<file path="src/oor_pkg.sv">
// Shared types and codes for the out-of-range alarm point.
// Used by the configuration block, the evaluation core, the result queue and the checker.
package oor_pkg;

    // Operation codes of an event.
    localparam logic [1:0] OP_SAMPLE = 2'd0;
    localparam logic [1:0] OP_TICK   = 2'd1;
    localparam logic [1:0] OP_ACK    = 2'd2;
    localparam logic [1:0] OP_MAINT  = 2'd3;

    // Point states.
    localparam logic [1:0] ST_NORMAL = 2'd0;
    localparam logic [1:0] ST_HIGH   = 2'd1;
    localparam logic [1:0] ST_LOW    = 2'd2;
    localparam logic [1:0] ST_FAULT  = 2'd3;

    // Result codes beyond the state notifications.
    localparam logic [2:0] EV_ACK = 3'd4;
    localparam logic [2:0] EV_ESC = 3'd5;

    // Configuration register indexes.
    localparam logic [2:0] REG_ALARM_HI       = 3'd0;
    localparam logic [2:0] REG_ALARM_LO       = 3'd1;
    localparam logic [2:0] REG_DEADBAND       = 3'd2;
    localparam logic [2:0] REG_ALARM_DELAY    = 3'd3;
    localparam logic [2:0] REG_NORMAL_DELAY   = 3'd4;
    localparam logic [2:0] REG_ESCALATE_AFTER = 3'd5;

    // Normal delay value that selects the alarm delay instead.
    localparam logic [31:0] SAME_AS_ALARM = 32'hFFFF_FFFF;

    // Most results one event can produce, and the result queue depth.
    localparam int MAX_RES     = 3;
    localparam int QUEUE_DEPTH = 4;

    typedef struct packed {
        logic [31:0] alarm_hi;
        logic [31:0] alarm_lo;
        logic [30:0] deadband;
        logic [31:0] alarm_delay;
        logic [31:0] normal_delay;
        logic [31:0] escalate_after;
    } oor_cfg_t;

    typedef struct packed {
        logic [1:0]  opcode;
        logic [31:0] now;
        logic [31:0] sample_value;
        logic        bad_sample;
        logic        maint_on;
    } oor_item_t;

    typedef struct packed {
        logic [2:0]  event_res;
        logic [31:0] note_time;
        logic [31:0] note_value;
        logic [1:0]  point_state;
        logic        last_note;
    } oor_note_t;

endpackage

</file>
<file path="src/oor_cfg.sv">
// APB-style configuration registers of the out-of-range alarm point.
// Depends on oor_pkg for the register indexes and the configuration struct.
module oor_cfg (
    input  logic              aclk,
    input  logic              aresetn,
    input  logic              psel,
    input  logic              penable,
    input  logic              pwrite,
    input  logic [4:0]        paddr,
    input  logic [31:0]       pwdata,
    output logic [31:0]       prdata,
    output logic              pready,
    output oor_pkg::oor_cfg_t cfg
);

    oor_pkg::oor_cfg_t cfg_reg;
    logic              wr_en;
    logic [2:0]        reg_idx;

    assign pready  = 1'b1;
    assign wr_en   = psel && penable && pwrite;
    assign reg_idx = paddr[4:2];
    assign cfg     = cfg_reg;

    // Register writes; writes beyond the register list are dropped.
    always_ff @(posedge aclk) begin
        if (!aresetn) begin
            cfg_reg.alarm_hi       <= 32'd0;
            cfg_reg.alarm_lo       <= 32'd0;
            cfg_reg.deadband       <= 31'd0;
            cfg_reg.alarm_delay    <= 32'd0;
            cfg_reg.normal_delay   <= oor_pkg::SAME_AS_ALARM;
            cfg_reg.escalate_after <= 32'd0;
        end else if (wr_en) begin
            unique case (reg_idx)
                oor_pkg::REG_ALARM_HI:       cfg_reg.alarm_hi       <= pwdata;
                oor_pkg::REG_ALARM_LO:       cfg_reg.alarm_lo       <= pwdata;
                oor_pkg::REG_DEADBAND:       cfg_reg.deadband       <= pwdata[30:0];
                oor_pkg::REG_ALARM_DELAY:    cfg_reg.alarm_delay    <= pwdata;
                oor_pkg::REG_NORMAL_DELAY:   cfg_reg.normal_delay   <= pwdata;
                oor_pkg::REG_ESCALATE_AFTER: cfg_reg.escalate_after <= pwdata;
                default: ;
            endcase
        end
    end

    // Read-back multiplexer.
    always_comb begin
        unique case (reg_idx)
            oor_pkg::REG_ALARM_HI:       prdata = cfg_reg.alarm_hi;
            oor_pkg::REG_ALARM_LO:       prdata = cfg_reg.alarm_lo;
            oor_pkg::REG_DEADBAND:       prdata = {1'b0, cfg_reg.deadband};
            oor_pkg::REG_ALARM_DELAY:    prdata = cfg_reg.alarm_delay;
            oor_pkg::REG_NORMAL_DELAY:   prdata = cfg_reg.normal_delay;
            oor_pkg::REG_ESCALATE_AFTER: prdata = cfg_reg.escalate_after;
            default:                     prdata = 32'd0;
        endcase
    end

endmodule

</file>
<file path="src/oor_core.sv">
// Evaluation core: point state registers and the single-pass event evaluation.
// Depends on oor_pkg for codes, the configuration struct, the item and the note types.
module oor_core (
    input  logic              aclk,
    input  logic              aresetn,
    input  oor_pkg::oor_cfg_t cfg,
    input  logic              step,
    input  oor_pkg::oor_item_t item,
    output oor_pkg::oor_note_t notes [oor_pkg::MAX_RES],
    output logic [1:0]        note_cnt
);

    // Working copy of the point state while an event is evaluated.
    typedef struct packed {
        logic [1:0]       ps;
        logic [1:0]       lns;
        logic             pv;
        logic [1:0]       pt;
        logic [31:0]      pst;
        logic [31:0]      ept;
        logic             unack;
        logic             esc;
        logic             maint;
        logic [1:0]       n;
        logic [2:0][2:0]  ev;
        logic [2:0][1:0]  nps;
    } eval_t;

    logic [1:0]  ps_reg, lns_reg, pt_reg;
    logic        pv_reg, unack_reg, esc_reg, maint_reg;
    logic [31:0] pst_reg, ept_reg, nt_reg, lv_reg;

    eval_t       e;
    logic [31:0] nt_next, lv_next;
    logic        is_new;

    logic signed [33:0] x_ext, hl_ext, ll_ext, hi_ret, lo_ret;

    // Appends one result if there is still room for it.
    function automatic eval_t emit(eval_t s, logic [2:0] code);
        if (s.n < 2'd3) begin
            s.ev[s.n]  = code;
            s.nps[s.n] = s.ps;
            s.n        = s.n + 2'd1;
        end
        return s;
    endfunction

    // Reports the current state; an alarm state opens a new episode.
    function automatic eval_t notify(eval_t s, logic [31:0] now);
        s     = emit(s, {1'b0, s.ps});
        s.lns = s.ps;
        if (s.ps == oor_pkg::ST_HIGH || s.ps == oor_pkg::ST_LOW) begin
            s.unack = 1'b1;
            s.ept   = now;
            s.esc   = 1'b0;
        end
        return s;
    endfunction

    // Moves to a new state, silently while in maintenance.
    function automatic eval_t go_to(eval_t s, logic [1:0] to, logic [31:0] now);
        s.ps = to;
        s.pv = 1'b0;
        if (!s.maint) begin
            s = notify(s, now);
        end
        return s;
    endfunction

    // Limit thresholds in wider arithmetic so the deadband never overflows.
    assign x_ext  = $signed({{2{item.sample_value[31]}}, item.sample_value});
    assign hl_ext = $signed({{2{cfg.alarm_hi[31]}}, cfg.alarm_hi});
    assign ll_ext = $signed({{2{cfg.alarm_lo[31]}}, cfg.alarm_lo});
    assign hi_ret = hl_ext - $signed({3'b000, cfg.deadband});
    assign lo_ret = ll_ext + $signed({3'b000, cfg.deadband});

    // Single pass over one event: transitions, then acknowledge or maintenance switch, then escalation.
    always_comb begin : eval_comb
        logic        tv;
        logic [1:0]  tgt;
        logic        run_tmr;
        logic [31:0] dly;

        e.ps    = ps_reg;
        e.lns   = lns_reg;
        e.pv    = pv_reg;
        e.pt    = pt_reg;
        e.pst   = pst_reg;
        e.ept   = ept_reg;
        e.unack = unack_reg;
        e.esc   = esc_reg;
        e.maint = maint_reg;
        e.n     = 2'd0;
        e.ev    = '0;
        e.nps   = '0;
        nt_next = nt_reg;
        lv_next = lv_reg;
        tv      = 1'b0;
        tgt     = oor_pkg::ST_NORMAL;
        run_tmr = 1'b1;
        dly     = cfg.alarm_delay;
        is_new  = (item.now >= nt_reg);

        if (is_new) begin
            nt_next = item.now;

            // Sample handling: fault forcing and limit condition tracking.
            if (item.opcode == oor_pkg::OP_SAMPLE) begin
                lv_next = item.sample_value;
                if (item.bad_sample) begin
                    run_tmr = 1'b0;
                    if (e.ps != oor_pkg::ST_FAULT) begin
                        e = go_to(e, oor_pkg::ST_FAULT, item.now);
                    end
                    e.pv = 1'b0;
                end else begin
                    if (e.ps == oor_pkg::ST_FAULT) begin
                        e = go_to(e, oor_pkg::ST_NORMAL, item.now);
                    end
                    unique case (e.ps)
                        oor_pkg::ST_NORMAL: begin
                            if (x_ext > hl_ext) begin
                                tv = 1'b1; tgt = oor_pkg::ST_HIGH;
                            end else if (x_ext < ll_ext) begin
                                tv = 1'b1; tgt = oor_pkg::ST_LOW;
                            end
                        end
                        oor_pkg::ST_HIGH: begin
                            if (x_ext < ll_ext) begin
                                tv = 1'b1; tgt = oor_pkg::ST_LOW;
                            end else if (x_ext < hi_ret) begin
                                tv = 1'b1; tgt = oor_pkg::ST_NORMAL;
                            end
                        end
                        oor_pkg::ST_LOW: begin
                            if (x_ext > hl_ext) begin
                                tv = 1'b1; tgt = oor_pkg::ST_HIGH;
                            end else if (x_ext > lo_ret) begin
                                tv = 1'b1; tgt = oor_pkg::ST_NORMAL;
                            end
                        end
                        default: ;
                    endcase
                    if (!tv) begin
                        e.pv = 1'b0;
                    end else if (!e.pv || tgt != e.pt) begin
                        e.pv  = 1'b1;
                        e.pt  = tgt;
                        e.pst = item.now;
                    end
                end
            end

            // Delay timer of the pending transition.
            if (e.pt == oor_pkg::ST_NORMAL && cfg.normal_delay != oor_pkg::SAME_AS_ALARM) begin
                dly = cfg.normal_delay;
            end
            if (run_tmr && e.ps != oor_pkg::ST_FAULT && e.pv) begin
                if ((item.now - e.pst) >= dly) begin
                    e = go_to(e, e.pt, item.now);
                end
            end

            // Acknowledge and maintenance switch.
            if (item.opcode == oor_pkg::OP_ACK) begin
                if (e.unack) begin
                    e.unack = 1'b0;
                    if (!e.maint) begin
                        e = emit(e, oor_pkg::EV_ACK);
                    end
                end
            end else if (item.opcode == oor_pkg::OP_MAINT) begin
                if (item.maint_on) begin
                    e.maint = 1'b1;
                end else if (e.maint) begin
                    e.maint = 1'b0;
                    if (e.ps != e.lns) begin
                        e = notify(e, item.now);
                    end
                end
            end

            // One escalation per unacknowledged episode.
            if (e.unack && !e.esc && !e.maint && cfg.escalate_after != 32'd0 &&
                (item.now - e.ept) >= cfg.escalate_after) begin
                e     = emit(e, oor_pkg::EV_ESC);
                e.esc = 1'b1;
            end
        end
    end

    // Result slots handed to the queue.
    always_comb begin
        for (int i = 0; i < oor_pkg::MAX_RES; i++) begin
            notes[i].event_res   = e.ev[i];
            notes[i].note_time   = item.now;
            notes[i].note_value  = lv_next;
            notes[i].point_state = e.nps[i];
            notes[i].last_note   = (2'(i) == e.n - 2'd1);
        end
    end

    assign note_cnt = e.n;

    // State update when the event leaves the input register.
    always_ff @(posedge aclk) begin
        if (!aresetn) begin
            ps_reg    <= oor_pkg::ST_NORMAL;
            lns_reg   <= oor_pkg::ST_NORMAL;
            pv_reg    <= 1'b0;
            pt_reg    <= oor_pkg::ST_NORMAL;
            pst_reg   <= 32'd0;
            ept_reg   <= 32'd0;
            nt_reg    <= 32'd0;
            lv_reg    <= 32'd0;
            unack_reg <= 1'b0;
            esc_reg   <= 1'b0;
            maint_reg <= 1'b0;
        end else if (step) begin
            ps_reg    <= e.ps;
            lns_reg   <= e.lns;
            pv_reg    <= e.pv;
            pt_reg    <= e.pt;
            pst_reg   <= e.pst;
            ept_reg   <= e.ept;
            nt_reg    <= nt_next;
            lv_reg    <= lv_next;
            unack_reg <= e.unack;
            esc_reg   <= e.esc;
            maint_reg <= e.maint;
        end
    end

endmodule

</file>
<file path="src/oor_resq.sv">
// Result queue: takes up to three notes per cycle while it has room and delivers one per cycle while m_ready is high.
// Depends on oor_pkg for the note type and the queue depth.
module oor_resq (
    input  logic               aclk,
    input  logic               aresetn,
    input  logic [1:0]         push_cnt,
    input  oor_pkg::oor_note_t push_notes [oor_pkg::MAX_RES],
    output logic               room,
    output logic               m_valid,
    input  logic               m_ready,
    output oor_pkg::oor_note_t head
);

    oor_pkg::oor_note_t mem_reg [oor_pkg::QUEUE_DEPTH];
    logic [1:0] wr_ptr_reg, wr_ptr_next;
    logic [1:0] rd_ptr_reg, rd_ptr_next;
    logic [2:0] count_reg, count_next;
    logic       pop;
    logic [2:0] after_pop;

    assign m_valid   = (count_reg != 3'd0);
    assign pop       = m_valid && m_ready;
    assign head      = mem_reg[rd_ptr_reg];
    assign after_pop = count_reg - {2'b00, pop};
    // A full event needs three free entries.
    assign room      = (after_pop <= 3'd1);

    assign wr_ptr_next = wr_ptr_reg + push_cnt;
    assign rd_ptr_next = rd_ptr_reg + {1'b0, pop};
    assign count_next  = after_pop + {1'b0, push_cnt};

    // Entry storage.
    always_ff @(posedge aclk) begin
        for (int i = 0; i < oor_pkg::MAX_RES; i++) begin
            if (2'(i) < push_cnt) begin
                mem_reg[2'(wr_ptr_reg + 2'(i))] <= push_notes[i];
            end
        end
    end

    // Pointers and fill count.
    always_ff @(posedge aclk) begin
        if (!aresetn) begin
            wr_ptr_reg <= 2'd0;
            rd_ptr_reg <= 2'd0;
            count_reg  <= 3'd0;
        end else begin
            wr_ptr_reg <= wr_ptr_next;
            rd_ptr_reg <= rd_ptr_next;
            count_reg  <= count_next;
        end
    end

endmodule

</file>
<file path="src/out_of_range_alarm_point_top.sv">
// Top level of the out-of-range alarm point: input register, evaluation core, result queue.
// Depends on oor_pkg, oor_cfg, oor_core and oor_resq.

// An event is taken into the input register on s_valid and s_ready and is evaluated there
// once the result queue has room for a full event; its zero to three notifications are then
// written together into a four-entry result queue, and m_valid comes from the registered
// queue count, so the first notification is seen after the queue is written. An event is
// taken every cycle while the queue has room for a full event, so the sustained rate is set
// by the m_ port, which delivers one notification per cycle while m_ready is high; an event
// produces at most three results. The user must write configuration registers over the APB
// port only while no event is in flight; the block does not enforce this.
module out_of_range_alarm_point_top (
    input  logic        aclk,
    input  logic        aresetn,
    // configuration port
    input  logic        psel,
    input  logic        penable,
    input  logic        pwrite,
    input  logic [4:0]  paddr,
    input  logic [31:0] pwdata,
    output logic [31:0] prdata,
    output logic        pready,
    // event input
    input  logic        s_valid,
    output logic        s_ready,
    input  logic [1:0]  s_opcode,
    input  logic [31:0] s_now,
    input  logic [31:0] s_sample_value,
    input  logic        s_bad_sample,
    input  logic        s_maint_on,
    // notification output
    output logic        m_valid,
    input  logic        m_ready,
    output logic [2:0]  m_event_res,
    output logic [31:0] m_note_time,
    output logic [31:0] m_note_value,
    output logic [1:0]  m_point_state,
    output logic        m_last_note
);

    oor_pkg::oor_cfg_t  cfg;
    oor_pkg::oor_item_t item_reg;
    oor_pkg::oor_note_t notes [oor_pkg::MAX_RES];
    oor_pkg::oor_note_t head;
    logic               in_valid_reg, in_valid_next;
    logic               room, step, s_accept;
    logic [1:0]         note_cnt;
    logic [1:0]         push_cnt;

    assign step     = in_valid_reg && room;
    assign s_ready  = !in_valid_reg || room;
    assign s_accept = s_valid && s_ready;
    assign push_cnt = step ? note_cnt : 2'd0;

    // Input register occupancy.
    assign in_valid_next = s_accept ? 1'b1 : (step ? 1'b0 : in_valid_reg);

    always_ff @(posedge aclk) begin
        if (!aresetn) begin
            in_valid_reg <= 1'b0;
        end else begin
            in_valid_reg <= in_valid_next;
        end
    end

    // Input payload register.
    always_ff @(posedge aclk) begin
        if (s_accept) begin
            item_reg.opcode       <= s_opcode;
            item_reg.now          <= s_now;
            item_reg.sample_value <= s_sample_value;
            item_reg.bad_sample   <= s_bad_sample;
            item_reg.maint_on     <= s_maint_on;
        end
    end

    oor_cfg u_cfg (
        .aclk    (aclk),
        .aresetn (aresetn),
        .psel    (psel),
        .penable (penable),
        .pwrite  (pwrite),
        .paddr   (paddr),
        .pwdata  (pwdata),
        .prdata  (prdata),
        .pready  (pready),
        .cfg     (cfg)
    );

    oor_core u_core (
        .aclk     (aclk),
        .aresetn  (aresetn),
        .cfg      (cfg),
        .step     (step),
        .item     (item_reg),
        .notes    (notes),
        .note_cnt (note_cnt)
    );

    oor_resq u_resq (
        .aclk       (aclk),
        .aresetn    (aresetn),
        .push_cnt   (push_cnt),
        .push_notes (notes),
        .room       (room),
        .m_valid    (m_valid),
        .m_ready    (m_ready),
        .head       (head)
    );

    // Result channel payload.
    assign m_event_res   = head.event_res;
    assign m_note_time   = head.note_time;
    assign m_note_value  = head.note_value;
    assign m_point_state = head.point_state;
    assign m_last_note   = head.last_note;

endmodule

</file>
<file path="config.mk">
export PLATFORM = sky130hd
export DESIGN_NAME = out_of_range_alarm_point_top
export DESIGN_NICKNAME = d
export VERILOG_FILES = /design/src/oor_pkg.sv /design/src/oor_cfg.sv /design/src/oor_core.sv /design/src/oor_resq.sv /design/src/out_of_range_alarm_point_top.sv
export SDC_FILE = /design/constraint.sdc
export NUM_CORES = 2
export LEC_CHECK = 0
export ABC_AREA = 1
export BUFFER_PORTS_ARGS = -buffer_cell sky130_fd_sc_hd__buf_2
export CAP_MARGIN = 10
export CORE_UTILIZATION = 42
export CTS_BUF_LIST = sky130_fd_sc_hd__clkbuf_4 sky130_fd_sc_hd__clkbuf_8
export DETAILED_ROUTE_END_ITERATION = 8
export REMOVE_ABC_BUFFERS = 1
export SYNTH_ARGS = -nofsm -noshare
export SYNTH_HDL_FRONTEND = slang
export SYNTH_HIERARCHICAL = 1
export SYNTH_SLANG_ARGS = --single-unit
</file>
<file path="constraint.sdc">
create_clock -name aclk -period 19.3 [get_ports aclk]
set_input_delay 1.93 -clock aclk [delete_from_list [all_inputs] [get_ports aclk]]
set_output_delay 1.93 -clock aclk [all_outputs]
set_load 0.02 [all_outputs]
</file>
### Word level (Yosys, flattened, before mapping)

Memories as Yosys holds them, arrays and structs flattened. A register that Yosys moved wholly into a read port is not among the register bits.
Index checks and enable logic that the tools add are counted.

* register bits after elaboration: 405
* bits in latches: 0
* RAM bits: 280
* memory bits (read-only): 0
* output and inout port bits: 105
* word-level logic and storage cells: 217
* memories kept: 1

Memories
* u_resq.mem_reg: words 4, bits a word 70, read ports 1, clocked after Yosys merged registers in 1, write ports 2, RTL line oor_resq.sv:14 `oor_pkg::oor_note_t mem_reg [oor_pkg::QUEUE_DEPTH];`

* add/subtract/negate cells: 14
* multipliers: 0
* div/mod/pow operators: 0
* magnitude comparators: 20
* eq/ne operators: 21
* shift operators: 0
* multiplexer cells: 90
* bitwise logic cells: 6
* reductions and logical operators: 39

Operators with widths (count)
* $mux 91: 12
* $mux 89: 7
* $pmux 32 s6: 1
* $mux 32: 4
* $mux 17: 6
* $mux 34: 3
* $ge 32x32->1: 3
* $mux 71: 1
* $mux 70: 1
* $reduce_or 70->1: 1
* $sub 32x32->32: 2
* $mux 18: 2
* $mux 35: 1
* $add 32x32->33: 1
* $gt 32x33->1: 1
* $lt 32x33->1: 1
* $sub 32x32->33: 1
* $gt 32x32->1: 1
* $lt 32x32->1: 1
* $ne 32x32->1 const B: 1
* $reduce_bool 32->1: 1
* $mux 1: 24
* $mux 2: 11
* $mux 19: 1
* 43 further kinds: 102

### Longest topological paths before layout

* depth after elaboration: 54
* gate-level depth with buffers: 132

### Cells and area by module

Netlist, hierarchy kept.

Modules (own cells, without submodules)
* oor_core: instances 1, cells an instance 2838, area each 19311.0 um^2
* oor_resq: instances 1, cells an instance 2573, area each 18466.5 um^2
* oor_cfg: instances 1, cells an instance 1501, area each 9293.9 um^2
* out_of_range_alarm_point_top: instances 1, cells an instance 81, area each 2115.8 um^2

### Worst setup path before layout

Ideal clock, no wire load.

* path type: flip-flop to flip-flop
* from: reg u_cfg.cfg_reg (netlist bit u_cfg/cfg[96])
* to: mem u_resq/mem_reg[1][0] in the netlist's numbering, enable pin
* arrival time: 19.908 ns
* required time: 18.695 ns
* path slack: -1.213 ns
* cell stages (with the launch flop): 114
* cell sequence: dfxtp_1 -> ha_1 -> fa_1 -> a31oi_1 -> o21ai_1 -> a21oi_1 -> o31ai_1 -> a31oi_1 -> o21ai_1 -> a21boi_0 -> o21ai_1 -> a21boi_0 -> o21ai_1 -> a21oi_1 -> o211ai_1 -> ha_1 -> nand2_1 -> nor2_1 -> (+78 left out) -> nor2_1 -> nand4_1 -> nor2_1 -> o211ai_1 -> inv_1 -> nand2_2 -> nor2_8 -> inv_2 -> nand2_2 -> nand3_1 -> inv_1 -> inv_1 -> nor2_1 -> buf_4 -> buf_2 -> inv_1 -> nand2_1 -> a21boi_0

RTL lines
* from (decl): RTL line oor_cfg.sv:16 `oor_pkg::oor_cfg_t cfg_reg;`
* to (decl): RTL line oor_resq.sv:14

==> run metrics <==
Post-Route WL roughly 160,000 um; Congestion Overflow GR 0; hold_buf cts 0; ys flop type edfxtp_1; GRT Total Usage between 20% and 30%; max_slew headroom about an eighth; Tcrit/Tclk final 91.9%; hold depth 2; Hold EP u_core/ept_reg[3]; fin crit period 17.74 ns; root buf cell clkbuf_8; CTS Buf Count 134; vias per std cell 5.41; Avg Cell Area, Syn between 7 and 8 um2; setup violators final 0; Yosys warnings 6; terminus of the critical flop-to-flop path u_resq/mem_reg[1][40]; I/O Buffers 213; multi-input logic area 26,300 um2; CTS tree built; Post-Syn Instances 6,993; Post-synth ARST share 0%; Layout area overhead 10.0%; Worst-Skew Late Latency 0.86 ns; Worst Hold Class reg2reg; IO Pins 217; Yosys top cell by area edfxtp_1; Worst-path clk slew 0.06 ns; flops & latches, synth 685; Compound-Gate Fraction of Synth Area about a tenth; Nets between 7,000 and 8,000; critical path's top delay family simple AND/OR/NAND/NOR gates; crit path max fanout 25; largest buffer count on any clock path 3; Cell Rows 125; Worst-Margin Slew 1.30 ns; count of different cell masters after synthesis 60; post-route cell area between 50,000 and 60,000 um2; WP data required 20.01 ns; clk sinks 685; Slowest-stage cell, CP fa_1; status finished, final reports clean; maximum vdd drop just under 0.09 mV; R2R depth around 110; critical path type reg2reg; first-pass GRT wire length 246,000 um; Slowest Stage Delay on Critical Path 0.49 ns; Cell Area, Placed 51,200 um2; synth cell count leaders nand2_1 (1,990), inv_1 (812), nor2_1 (608), nand3_1 (582), a21oi_1 (446); Setup crit start kind flip-flop; MaxCap Viol Count 0; largest net degree at the start of global routing 207; Remaining DRCs 0; H-Tree Depth 4; most common cell type on the critical path nand2_1; vias in the first global route about 43,000; Synth top area share 21.2%; Register Area 17,200 um2; worst setup path start u_cfg/cfg[96]; drt initial violations 4,093; fmax 56.4 MHz; Static Leak 25.3 nW; Synth Area in Adders 9.39%; count leader, synth nand2_1; final hold vios 0; DR WL/cell 19.0 um; reg2reg setup slack 1.56 ns; initial core utilization 42.3%; synthesized-area fraction occupied by xor and xnor cells 2.19%; Final ANT Viol Nets 0; Mapped Area 49,200 um2; Core ar. ~120,000 um2; detailed placement HPWL 110,000 um; max reg flops 280; simple-gate share of the synthesized area 29.7%; Seq/Total Area, Yosys 35.0%; post-synthesis mux area share 1.28%; Die Area about 120,000 um2; reg2reg start u_cfg/cfg[96]; Hold Path Origin u_core/ept_reg[3]; Max Slew Vio Count 0; WP data arrival ~18 ns; CP bufs+invs 11; Power Total around 6.1 mW; Die Width 344 um; Worst Setup End Kind flip-flop; Fillers about 12,000; Post-synth EDFFs ~350; main area contributors after synthesis edfxtp_1 (21%), nand2_1 (15%), dfxtp_1 (14%), ha_1 (9.2%), inv_1 (6.2%); ratio of cells with drive above 1 in the final layout 9.85%; initial antenna violation count 14; Die Ht 344 um; Initial DRT Pass Iterations 7; RePlAce Congestion 0.907; via count 46,500; power per cell area approximately 110 nW/um2; largest family of logic cells by synthesized area simple AND/OR/NAND/NOR gates; Clock Skews between 0.06 and 0.07 ns
layout make-up:
cell class                 instances  share of cell area, %
antenna                            5                 0.0231
tap                             1524                   3.52
inverter                         831                   5.78
timing repair buffer             343                   5.04
multi-input combinational       4955                   48.6
clock inverter                    43                  0.756
sequential                       685                   31.8
clock buffer                     198                   4.48
worst max-delay path by stage:
| stage | endpoint | cells after the start | slack [ns] |
|---|---|---|---|
| after floorplan | u_resq/mem_reg[1][0] | 107 | -7.22 |
| after global placement | u_resq/mem_reg[3][40] | 100 | 0.69 |
| after detailed placement | u_resq/mem_reg[0][32] | 102 | 0.48 |
| after CTS | u_resq/mem_reg[0][32] | 102 | 0.35 |
| after global routing | u_resq/mem_reg[1][6] | 122 | -0.04 |
| final | u_resq/mem_reg[1][40] | 111 | 1.56 |
layout by cell type, fill, tap and decap left out, types with 14 or more instances in the layout:
master / Yosys / final
nand4_1: 203 / 203
nand3_1: 582 / 576
a21oi_1: 446 / 434
inv_2: 15 / 14
clkbuf_4: 0 / 48
nor2_4: 4 / 14
nor3_1: 19 / 19
nand2_2: 14 / 17
edfxtp_1: 348 / 348
buf_12: 0 / 54
clkbuf_8: 0 / 151
dfxtp_1: 337 / 334
nand2_1: 1990 / 1986
a211oi_1: 37 / 37
a21o_1: 15 / 15
clkinv_2: 0 / 17
buf_2: 144 / 212
inv_1: 812 / 812
buf_4: 175 / 76
mux2i_1: 62 / 61
o211ai_1: 78 / 78
nor2_1: 608 / 603
xor2_1: 70 / 70
o21ai_1: 47 / 49
ha_1: 361 / 361
o21ai_0: 245 / 240
xnor2_1: 53 / 53
cells by family (layout without fill, tap and decap cells):
group | Yosys count | count (layout)
AND/OR/NAND/NOR | 3471 | 3471
AO/OA/AOI/OAI | 931 | 931
XOR/XNOR | 123 | 123
multiplexers | 63 | 63
buffers and inverters | 1353 | 1415
flip-flops | 685 | 685
adder cells (fa/ha/maj) | 366 | 366
other | 1 | 6
report_power, final:
group / switching, mW / leakage (nW) / total (mW) / internal (mW)
logic: 1.74 / 17.9 / 2.66 / 0.919
clock network: 0.696 / 1.51 / 1.56 / 0.869
registers: 0.154 / 5.94 / 1.89 / 1.73
total: 2.59 / 25.3 / 6.11 / 3.52
worst register-to-register path: cells and delay by family (launching register included):
kind                       cells  cell delay, ns
muxes                          1            0.19
AOI/OAI and AO/OA             28            5.60
adders and majority gates      7            2.50
xor gates and xnor gates       3            0.46
and+or+nand+nor               61            6.87
DFF                            1            0.34
buffers and inverters         11            1.69
per-layer routing:
metal / GRT usage (%) / vias up / wire, um
li1: - / 22700 / -
met1: 35.0 / 21300 / 69000
met2: 44.2 / 2025 / 74100
met3: 4.49 / 402 / 13700
met4: 10.8 / 6 / 6040
met5: 0 / - / 37
what timing repair did:
action	4_1_cts	5_1_grt
setup buffers	0	0
setup endpoints to repair	0	565
gates resized for setup	0	36
stage by stage:
stage	cells	setup slack (ns)	util [%]	TNS, ns	hold WS, ns
global placement	8338	0.689	44.0	0	0.440
global route	8582	-0.0398	46.6	-0.228	0.470
finish	8584	1.56	46.6	0	0.451
detailed placement	8338	0.484	44.0	0	0.446
CTS	8579	0.352	46.5	0	0.454
floorplan	6471	-7.22	-	-2660.87	0.424
Note: power is estimated with default switching activity, not from simulation.
